`src/sv/mjt_pkg.sv`:
```
// Shared types, constants and beat layouts for the mining job tracker.
package mjt_pkg;

	localparam int JOB_SLOTS_DEF = 128;
	localparam int ID_W          = 7;
	localparam int VER_W         = 32;
	localparam int NONCE_W       = 32;
	localparam int VFIELD_W      = 16;
	localparam int ROLL_SHIFT    = 13;
	localparam logic [ID_W-1:0] ID_STEP = 7'd24;

	localparam logic CMD_ISSUE  = 1'b0;
	localparam logic CMD_REPORT = 1'b1;

	typedef struct packed {
		logic                command;
		logic [VER_W-1:0]    job_version;
		logic [7:0]          report_id_byte;
		logic [NONCE_W-1:0]  report_nonce;
		logic [VFIELD_W-1:0] report_version_field;
	} cmd_t;

	typedef struct packed {
		logic [ID_W-1:0]    assigned_id;
		logic               report_valid;
		logic [ID_W-1:0]    decoded_job_id;
		logic [6:0]         core_number;
		logic [3:0]         small_core_number;
		logic [NONCE_W-1:0] nonce_out;
		logic [VER_W-1:0]   version_out;
	} res_t;

	// What the lookup stage hands to the result stage.
	typedef struct packed {
		logic                is_report;
		logic                hit;
		logic [ID_W-1:0]     assigned_id;
		logic [ID_W-1:0]     decoded_job_id;
		logic [6:0]          core_number;
		logic [3:0]          small_core_number;
		logic [NONCE_W-1:0]  nonce;
		logic [VFIELD_W-1:0] vfield;
	} s1_t;

endpackage

```
`src/sv/mjt_cmd_if.sv`:
```
// Command channel interface: valid/ready handshake with a command beat.
interface mjt_cmd_if;
	logic          valid;
	logic          ready;
	mjt_pkg::cmd_t data;

	modport source (output valid, output data, input ready);
	modport sink   (input valid, input data, output ready);
endinterface

```
`src/sv/mjt_res_if.sv`:
```
// Result channel interface: valid/ready handshake with a result beat.
interface mjt_res_if;
	logic          valid;
	logic          ready;
	mjt_pkg::res_t data;

	modport source (output valid, output data, input ready);
	modport sink   (input valid, input data, output ready);
endinterface

```
`src/sv/mjt_ram.sv`:
```
// Generic single-write, single-read RAM with registered read data.
module mjt_ram #(
	parameter int WIDTH = 32,
	parameter int DEPTH = 128
) (
	input  logic                     clk,
	input  logic                     we,
	input  logic [$clog2(DEPTH)-1:0] waddr,
	input  logic [WIDTH-1:0]         wdata,
	input  logic                     re,
	input  logic [$clog2(DEPTH)-1:0] raddr,
	output logic [WIDTH-1:0]         rdata
);
	logic [WIDTH-1:0] mem [DEPTH];

	always_ff @(posedge clk) begin
		if (we) begin
			mem[waddr] <= wdata;
		end
		if (re) begin
			rdata <= mem[raddr];
		end
	end
endmodule

```
`src/sv/mjt_lookup.sv`:
```
// Lookup stage: job counter, slot valid bits, version RAM and the stage 1 register.
module mjt_lookup #(
	parameter int JOB_SLOTS = mjt_pkg::JOB_SLOTS_DEF
) (
	input  logic                    clk,
	input  logic                    arst_n,
	mjt_cmd_if.sink                 cmd,
	input  logic                    advance,
	output logic                    valid_s1,
	output mjt_pkg::s1_t            data_s1,
	output logic [mjt_pkg::VER_W-1:0] ver_s1
);
	localparam int SlotW = $clog2(JOB_SLOTS);

	logic [mjt_pkg::ID_W-1:0] counter_q;
	logic [mjt_pkg::ID_W-1:0] next_id;
	logic [mjt_pkg::ID_W-1:0] rpt_id;
	logic [JOB_SLOTS-1:0]     slot_valid_q;
	logic                     accept, issue, report;
	logic                     issue_in_range, rpt_in_range;
	logic [SlotW-1:0]         widx, ridx;
	mjt_pkg::s1_t             nxt;

	assign cmd.ready = !valid_s1 || advance;
	assign accept    = cmd.valid && cmd.ready;
	assign issue     = accept && (cmd.data.command == mjt_pkg::CMD_ISSUE);
	assign report    = accept && (cmd.data.command == mjt_pkg::CMD_REPORT);

	assign next_id        = counter_q + mjt_pkg::ID_STEP;
	assign rpt_id         = {cmd.data.report_id_byte[7:4], 3'b000};
	assign issue_in_range = 32'(next_id) < JOB_SLOTS;
	assign rpt_in_range   = 32'(rpt_id) < JOB_SLOTS;
	assign widx           = SlotW'(next_id);
	assign ridx           = SlotW'(rpt_id);

	always_ff @(posedge clk or negedge arst_n) begin
		if (!arst_n) begin
			counter_q    <= '0;
			slot_valid_q <= '0;
		end else if (issue) begin
			counter_q <= next_id;
			if (issue_in_range) begin
				slot_valid_q[widx] <= 1'b1;
			end
		end
	end

	always_comb begin
		nxt                   = '0;
		nxt.is_report         = cmd.data.command == mjt_pkg::CMD_REPORT;
		nxt.assigned_id       = next_id;
		nxt.decoded_job_id    = rpt_id;
		nxt.core_number       = cmd.data.report_nonce[31:25];
		nxt.small_core_number = cmd.data.report_id_byte[3:0];
		nxt.nonce             = cmd.data.report_nonce;
		nxt.vfield            = cmd.data.report_version_field;
		nxt.hit               = rpt_in_range && slot_valid_q[ridx];
	end

	always_ff @(posedge clk or negedge arst_n) begin
		if (!arst_n) begin
			valid_s1 <= 1'b0;
		end else if (cmd.ready) begin
			valid_s1 <= cmd.valid;
		end
	end

	always_ff @(posedge clk) begin
		if (accept) begin
			data_s1 <= nxt;
		end
	end

	// Read data holds while the stage stalls: a read only fires on a report beat.
	mjt_ram #(
		.WIDTH (mjt_pkg::VER_W),
		.DEPTH (JOB_SLOTS)
	) u_ver_ram (
		.clk   (clk),
		.we    (issue && issue_in_range),
		.waddr (widx),
		.wdata (cmd.data.job_version),
		.re    (report),
		.raddr (ridx),
		.rdata (ver_s1)
	);
endmodule

```
`src/sv/mjt_result.sv`:
```
// Result stage: forms the result beat and holds it in the output register.
module mjt_result (
	input  logic                      clk,
	input  logic                      arst_n,
	input  logic                      valid_s1,
	input  mjt_pkg::s1_t              data_s1,
	input  logic [mjt_pkg::VER_W-1:0] ver_s1,
	output logic                      advance,
	mjt_res_if.source                 res
);
	logic          out_valid_q;
	mjt_pkg::res_t res_q;
	mjt_pkg::res_t nxt;
	logic [mjt_pkg::VER_W-1:0] roll_bits;

	assign roll_bits = {3'b000, data_s1.vfield, 13'b0};
	assign advance   = !out_valid_q || res.ready;

	always_comb begin
		nxt = '0;
		if (data_s1.is_report) begin
			nxt.report_valid      = data_s1.hit;
			nxt.decoded_job_id    = data_s1.decoded_job_id;
			nxt.core_number       = data_s1.core_number;
			nxt.small_core_number = data_s1.small_core_number;
			nxt.nonce_out         = data_s1.nonce;
			nxt.version_out       = data_s1.hit ? (ver_s1 | roll_bits) : '0;
		end else begin
			nxt.assigned_id = data_s1.assigned_id;
		end
	end

	always_ff @(posedge clk or negedge arst_n) begin
		if (!arst_n) begin
			out_valid_q <= 1'b0;
		end else if (advance) begin
			out_valid_q <= valid_s1;
		end
	end

	always_ff @(posedge clk) begin
		if (advance && valid_s1) begin
			res_q <= nxt;
		end
	end

	assign res.valid = out_valid_q;
	assign res.data  = res_q;
endmodule

```
`src/sv/mining_job_tracker_core.sv`:
```
// Top level of the mining job tracker: issues job ids and checks nonce reports.
//
//  channel | dir | beat  | contents
//  --------+-----+-------+---------------------------------------------------
//  cmd     | in  | cmd_t | issue (version) or report (id byte, nonce, vfield)
//  res     | out | res_t | assigned id, or decoded report and rolled version
//
// One beat per cycle sustained while res is ready. Stage 1 registers the
// command, its slot valid bit and the version RAM read; the result stage forms
// the beat in the output register that follows stage 1.
// Reset clears the job counter and all slot valid bits; the version RAM is not
// cleared, an unwritten slot is never read as valid.
// A stall on res holds both stages; cmd.ready drops only when both are full.
module mining_job_tracker_core #(
	parameter int JOB_SLOTS = mjt_pkg::JOB_SLOTS_DEF
) (
	input  logic       clk,
	input  logic       arst_n,
	mjt_cmd_if.sink    cmd,
	mjt_res_if.source  res
);
	logic                      valid_s1;
	mjt_pkg::s1_t              data_s1;
	logic [mjt_pkg::VER_W-1:0] ver_s1;
	logic                      advance;

	// Counter, valid bits and version RAM; registers the looked-up beat.
	mjt_lookup #(
		.JOB_SLOTS (JOB_SLOTS)
	) u_lookup (
		.clk      (clk),
		.arst_n   (arst_n),
		.cmd      (cmd),
		.advance  (advance),
		.valid_s1 (valid_s1),
		.data_s1  (data_s1),
		.ver_s1   (ver_s1)
	);

	// Field muxing and output register.
	mjt_result u_result (
		.clk      (clk),
		.arst_n   (arst_n),
		.valid_s1 (valid_s1),
		.data_s1  (data_s1),
		.ver_s1   (ver_s1),
		.advance  (advance),
		.res      (res)
	);

`ifndef NO_ASSERTIONS
	// Both stages full and output stalled: no new command may be taken.
	a_no_overrun: assert property (@(posedge clk) disable iff (!arst_n)
		(valid_s1 && res.valid && !res.ready) |-> !cmd.ready)
		else $error("command taken while both stages are full");

	// A valid report beat never carries an assigned id.
	a_report_no_id: assert property (@(posedge clk) disable iff (!arst_n)
		(res.valid && res.data.report_valid) |-> (res.data.assigned_id == '0))
		else $error("report beat with nonzero assigned id");

	// A miss never returns a version.
	a_miss_zero: assert property (@(posedge clk) disable iff (!arst_n)
		(res.valid && !res.data.report_valid) |-> (res.data.version_out == '0))
		else $error("invalid report returned a version");

	// Ids step by 24 mod 128, so they stay multiples of eight.
	a_id_step: assert property (@(posedge clk) disable iff (!arst_n)
		res.valid |-> (res.data.assigned_id[2:0] == 3'b000))
		else $error("assigned id off the step grid");
`endif
endmodule

```
`src/flat_wrapper.sv`:
```
// flat-port wrapper written by rule: the top's interface ports become plain ports
module mining_job_tracker_core_flat 
#(
	parameter int JOB_SLOTS = mjt_pkg::JOB_SLOTS_DEF
)
  (clk, arst_n, cmd_valid, cmd_data, cmd_ready, res_valid, res_data, res_ready);
  mjt_cmd_if cmd_i ();
  mjt_res_if res_i ();
  input  logic clk;
  input  logic arst_n;
  input wire logic [$bits(cmd_i.valid)-1:0] cmd_valid;
  input wire logic [$bits(cmd_i.data)-1:0] cmd_data;
  output wire logic [$bits(cmd_i.ready)-1:0] cmd_ready;
  output wire logic [$bits(res_i.valid)-1:0] res_valid;
  output wire logic [$bits(res_i.data)-1:0] res_data;
  input wire logic [$bits(res_i.ready)-1:0] res_ready;
  assign cmd_i.valid = cmd_valid;
  assign cmd_i.data = cmd_data;
  assign cmd_ready = cmd_i.ready;
  assign res_valid = res_i.valid;
  assign res_data = res_i.data;
  assign res_i.ready = res_ready;
  mining_job_tracker_core #(.JOB_SLOTS(JOB_SLOTS)) u_core (.clk(clk), .arst_n(arst_n), .cmd(cmd_i), .res(res_i));
endmodule
```
`config.mk`:
```
export PLATFORM = sky130hd
export DESIGN_NAME = mining_job_tracker_core_flat
export DESIGN_NICKNAME = d
export VERILOG_FILES = /design/src/sv/mjt_pkg.sv /design/src/sv/mjt_cmd_if.sv /design/src/sv/mjt_res_if.sv /design/src/sv/mjt_ram.sv /design/src/sv/mjt_lookup.sv /design/src/sv/mjt_result.sv /design/src/sv/mining_job_tracker_core.sv /design/src/flat_wrapper.sv
export SDC_FILE = /design/constraint.sdc
export NUM_CORES = 1
export LEC_CHECK = 0
export BUFFER_PORTS_ARGS = -buffer_cell sky130_fd_sc_hd__buf_2
export CELL_PAD_IN_SITES_DETAIL_PLACEMENT = 1
export CELL_PAD_IN_SITES_GLOBAL_PLACEMENT = 1
export CORE_MARGIN = 1.5
export CORE_UTILIZATION = 53
export DETAILED_ROUTE_END_ITERATION = 10
export PLACE_DENSITY_LB_ADDON = 0.1
export SYNTH_ARGS = -nofsm -noshare
export SYNTH_HDL_FRONTEND = slang
export SYNTH_SLANG_ARGS = --single-unit
```
`constraint.sdc`:
```
create_clock -name clk -period 5.76 [get_ports clk]
set_clock_uncertainty 0.2 [all_clocks]
set_input_delay 1.728 -clock clk [delete_from_list [all_inputs] [get_ports clk]]
set_output_delay 1.728 -clock clk [all_outputs]
set_load 0.02 [all_outputs]
```
Word-level counts from Yosys, hierarchy flattened
Memories as Yosys holds them, arrays and structs flattened. A register that Yosys moved wholly into a read port is not among the register bits.
Index checks and enable logic that the tools add are counted.
{"block": "word_totals", "reg_bits": 296, "latch_bits": 0, "ram_bits": 4096, "mem_bits_ro": 0, "input_bits": 93, "out_inout_bits": 92, "mem_count": 1}
{"block": "classes", "addsub": 1, "multipliers": 0, "n_div": 0, "magnitude_cmp": 3, "eq_ne": 0, "shifts": 0, "muxes": 6, "bitwise_logic": 3, "n_reduce_logical": 10}
{"memory": "u_core.u_lookup.u_ver_ram.mem", "depth": 128, "width": 32, "read_ports": 1, "rd_ports_with_merged_regs": 1, "wr": 1, "line": "mjt_ram.sv:14", "text": "logic [WIDTH-1:0] mem [DEPTH];"}
{"op": "$or A128 B128 Y128", "n": 1}
{"op": "$or A32 B29 Y32", "n": 1}
{"op": "$lt A7 B8 Y1 const B", "n": 2}
{"op": "$add A7 B5 Y7 const B", "n": 1}
{"op": "$demux W1 S7", "n": 1}
{"op": "$ge A7 B1 Y1 const B", "n": 1}
{"op": "$logic_and A1 B1 Y1", "n": 5}
{"op": "$bmux W1 S4", "n": 1}
{"op": "$mux W1", "n": 4}
{"op": "$logic_not A1 Y1", "n": 2}
{"op": "$logic_or A1 B1 Y1", "n": 2}
{"op": "$reduce_and A2 Y1", "n": 1}
{"op": "$not A1 Y1", "n": 1}

Logic depth before layout (Yosys ltp)
{"block": "logic_depth", "word_depth": 7, "ltp_mapped": 7}

Hierarchy
A second synthesis with hierarchy kept.
{"block": "unflattened", "hier_cells": 6362, "area_unflattened_um2": 163050.1}
{"module": "mjt_ram", "instances": 1, "cells_each": 5990, "area_per_inst_um2": 156596.4, "seq_area_each_um2": 123958.9}
{"module": "mjt_result", "instances": 1, "cells_each": 211, "area_per_inst_um2": 3415.8, "seq_area_each_um2": 2727.6}
{"module": "mjt_lookup", "instances": 1, "cells_each": 161, "area_per_inst_um2": 3037.9, "seq_area_each_um2": 2387.3}

Worst setup path after synthesis
OpenSTA, ideal clock, no wires.
{"block": "synth_path", "kind": "input -> register", "startpoint": "input port res_ready", "endpoint": "memory u_core.u_lookup.u_ver_ram.mem[56][0] (enable)", "setup_ns": 0.469, "arrival_time_ns": 4.799, "required_ns": 5.091, "slack_ns": 0.291, "stages": 3, "path_buffers": 0, "cell_sequence": "nand3b_1 -> nand3b_1 -> nor3b_1"}
{"block": "synth_between", "elab_chain_len": 6}
{"item": "from (decl)", "line": "flat_wrapper.sv:16", "text": "input wire logic [$bits(res_i.ready)-1:0] res_ready;"}
{"item": "$logic_or A1 B1 Y1", "line": "mjt_result.sv:17", "text": "assign advance = !out_valid_q || res.ready;"}
{"item": "$logic_or A1 B1 Y1", "line": "mjt_lookup.sv:24", "text": "assign cmd.ready = !valid_s1 || advance;"}
{"item": "$logic_and A1 B1 Y1", "line": "mjt_lookup.sv:25", "text": "assign accept = cmd.valid && cmd.ready;"}
{"item": "$logic_and A1 B1 Y1", "line": "mjt_lookup.sv:26", "text": "assign issue = accept && (cmd.data.command == mjt_pkg::CMD_ISSUE);"}
{"item": "$mux W1", "line": "mjt_ram.sv:17", "text": "if (we) begin"}
{"item": "$mux W1 (implied by the code)", "line": "mjt_ram.sv:18", "text": "mem[waddr] <= wdata;"}
{"item": "to (decl)", "line": "mjt_ram.sv:14"}
No other way between the ends.

Final worst setup path
{"block": "layout_path", "startpoint": "input port res_ready", "endpoint": "output port cmd_ready"}
{"block": "layout_between", "elab_chain_len": 2}
{"item": "$logic_or A1 B1 Y1", "line": "mjt_result.sv:17"}
{"item": "$logic_or A1 B1 Y1", "line": "mjt_lookup.sv:24"}
{"item": "to (decl)", "line": "flat_wrapper.sv:13", "text": "output wire logic [$bits(cmd_i.ready)-1:0] cmd_ready;"}
No other way between the ends.

==> results.yml <==
outcome:
  status: "finished clean"
clock_network:
  clkSinkCount: 705
  clock_latency_ns: 0.60
  htree_levels: 3
  cts_hold_buffers: 0
  postCtsSetupBuffers: 0
  cts-buffers-inserted: 73
  clk_pin_slew_ns: 0.06
  cts_tree: "yes"
  root_buffer: "clkbuf_16"
  cts_buffer_depth: 3
  cts_resized: 0
worst_setup_path:
  crit_chain: "buf_2, nand3b_1, buf_2"
  cp_top_family: "buffers and inverters"
  cp.required_ns: 3.83
  worst-endpoint-arrival_ns: 2.40
  worst_setup_path_end_kind: "output port"
  crit_fanout: 8
  critPathSlowestCell: "nand3b_1"
  start_kind: "input port"
  crit_top_cell: "buf_2"
  worst-path-buf-inv: 2
  path_class: "input port to output port"
  cp_slowest_stage_delay_ns: 0.31
sta:
  max_freq_mhz: 231
  tightest_slew_ns: 1.09
  finalSetupTns_ns: 0
  finalSetupViolations: 0
  hold_violations: 0
  slew_viol_final: 0
  setup_slack_ns: 1.43
  fin_crit_ns: 4.33
  slew_headroom_pct: 27.1
  rsz0062_at_grt: "no"
  fin_crit_sh_pct: 75.2
cells_and_area:
  final_common_cell: "edfxtp_1"
  layout-drive-gt1-share_pct: 31.2
  fin_nets: 1501
  final_cell_mix: "edfxtp_1 (683), buf_2 (176), mux4_2 (114)"
  fin_util_pct: 62.0
  nFillCells: 4129
  antenna_cells: 0
  syn_to_final_growth_pct: 15.7
detailed_routing:
  drc: 0
  wl_um: 57300
  antenna_left: 0
  viasPerCell: 5.76
  firstDrtPassIters: 5
  wire_per_inst_um: 27.0
  initialDrtViolationCount: 941
  num_vias: 12200
floorplanning:
  io_pins: 185
  rows: 81
  start_util_pct: 53.6
  dieHeight_um: 225
  core_um2: 48800
  dieArea_um2: 50700
  die_w_um: 225
logic_synthesis:
  synthMuxAreaShare_pct: 11.6
  yosys.area_share.simple_pct: 3.51
  synth_area_um2: 26200
  ys_async_sr_fraction_pct: 3.12
  yosys-top-cells-area: "edfxtp_1 (78%), mux4_2 (9.8%), dfrtp_1 (2.1%)"
  netlist_instances: 1179
  yosys.area.top_type: "edfxtp_1"
  synthFlopType: "edfxtp_1"
  synth_edf_count: 683
  ys_warn_count: 0
  ys_types: 38
  synth_top_area_share_pct: 78.4
  ys_seq_elements: 705
  synth_fa_ha_area_share_pct: 0.191
  synth_compound_area_share_pct: 2.27
  synth_top_family_by_area: "multiplexers"
  synth_seq_area_share_pct: 80.5
  synth_xor_area_share_pct: 0.134
  avgSynthCellArea_um2: 22.2
pwr:
  max-vdd-ir-drop_mv: 0.262
  power_density_nw_per_um2: 391
  p_leak_nw: 10.3
flow_run:
  cap_violations: 0
min_path:
  hold_path_class: "register to register"
place:
  dp_hpwl_um: 33400
  gp_congestion: 0.739
  port_buffers: 178
  post-place-ws_ns: 1.33
global_routing:
  grt_start_max_net_pins: 63
  grtUsageTotal_pct: 23.5
  gr-total-overflow: 0
  grt_pass1_wl_um: 85700
  antenna_found_initial: 0
  grt_pass1_vias: 13200
-- registers in the layout (all words and copies together), names as in the netlist --
name	flops
u_core.u_lookup.counter_q	4
u_core.u_lookup.data_s1	62
u_core.u_lookup.slot_valid_q	16
u_core.u_lookup.u_ver_ram.mem	512
u_core.u_lookup.u_ver_ram.rdata	32
u_core.u_lookup.valid_s1	1
u_core.u_result.res.data	77
u_core.u_result.res.valid	1
-- cell usage after synthesis (3+ instances only) --
| master | number |
|---|---|
| nor2_1 | 49 |
| inv_1 | 4 |
| nand2b_1 | 4 |
| dfrtp_1 | 22 |
| o21bai_1 | 6 |
| and2_1 | 43 |
| buf_4 | 13 |
| or2_2 | 3 |
| mux4_1 | 18 |
| clkbuf_1 | 32 |
| nand4b_1 | 3 |
| ha_1 | 4 |
| mux4_2 | 114 |
| buf_2 | 12 |
| a22oi_1 | 66 |
| or2_1 | 6 |
| nor2b_1 | 9 |
| buf_12 | 6 |
| edfxtp_1 | 683 |
| nor3_1 | 3 |
| nand2_1 | 37 |
| and3_1 | 18 |
-- final timing paths --
kind / start / endpoint / slack, ns / cells after the start
max: res_ready / cmd_ready / 1.43 / 3
min: u_core.u_lookup.slot_valid_q[112]$_DFFE_PN0P_ / u_core.u_lookup.slot_valid_q[112]$_DFFE_PN0P_ / 0.26 / 1
max reg2reg: u_core.u_lookup.counter_q[6]$_DFFE_PN0P_ / u_core.u_lookup.u_ver_ram.mem[48][23]$_DFFE_PP_ / 2.61 / 5
min reg2reg: u_core.u_lookup.slot_valid_q[112]$_DFFE_PN0P_ / u_core.u_lookup.slot_valid_q[112]$_DFFE_PN0P_ / 0.26 / 1
max in group asynchronous: arst_n / u_core.u_lookup.slot_valid_q[104]$_DFFE_PN0P_ / 4.10 / 1
min in group asynchronous: arst_n / u_core.u_result.res.valid$_DFFE_PN0P_ / 0.90 / 1
-- area by class of cell --
class	instances	area (um2)	area share (%)
Inverter	4	15.0	0.0496
Timing Repair Buffer	214	1210	4.00
Multi-Input combinational cell	406	4800	15.8
Clock buffer	89	1970	6.51
Clock inverter	39	390	1.29
Tap cell	664	831	2.74
Sequential cell	705	21100	69.6
-- worst reg2reg max path: cells and delay by family (launching register included) --
kind / cells / cell delay [ns]
and+or+nand+nor: 3 / 1.30
buffers and inverters: 1 / 0.43
DFF: 1 / 0.52
AOI/OAI and AO/OA: 1 / 0.37
-- cell families after synthesis --
logic type	after synthesis
AO/OA/AOI/OAI	80
multiplexers	132
XOR/XNOR	4
flip-flops	705
buffers and inverters	73
AND/OR/NAND/NOR	180
other	1
adder cells (fa/ha/maj)	4
-- metrics by stage --
step | total power [mW] | instances | cell area, um2 | hold WS, ns
2_1_floorplan | 6.82 | 1184 | 26200 | 0.228
3_3_place_gp | 7.22 | 1993 | 27900 | 0.242
3_5_place_dp | 7.26 | 1993 | 27900 | 0.250
4_1_cts | 11.9 | 2121 | 30300 | 0.265
5_1_grt | 12.2 | 2121 | 30300 | 0.280
6_report | 11.8 | 2121 | 30300 | 0.260
-- routing by layer --
layer | global-route usage, % | share of wire [%] | wire, um | vias up
met5 | 0 | 0 | 0 | -
met4 | 7.06 | 1.9 | 1100 | 0
met3 | 4.62 | 5.9 | 3390 | 77
met2 | 39.1 | 50 | 28800 | 394
met1 | 31.9 | 42 | 24000 | 6476
li1 | - | - | - | 5279
-- report_power, final --
group | switching [mW] | internal (mW) | leakage [nW]
clock | 1.90 | 2.79 | 1.15
sequential | 0.135 | 6.01 | 6.53
combinational | 0.649 | 0.353 | 2.62
total | 2.68 | 9.15 | 10.3
Power figures use the tool's default switching activity.
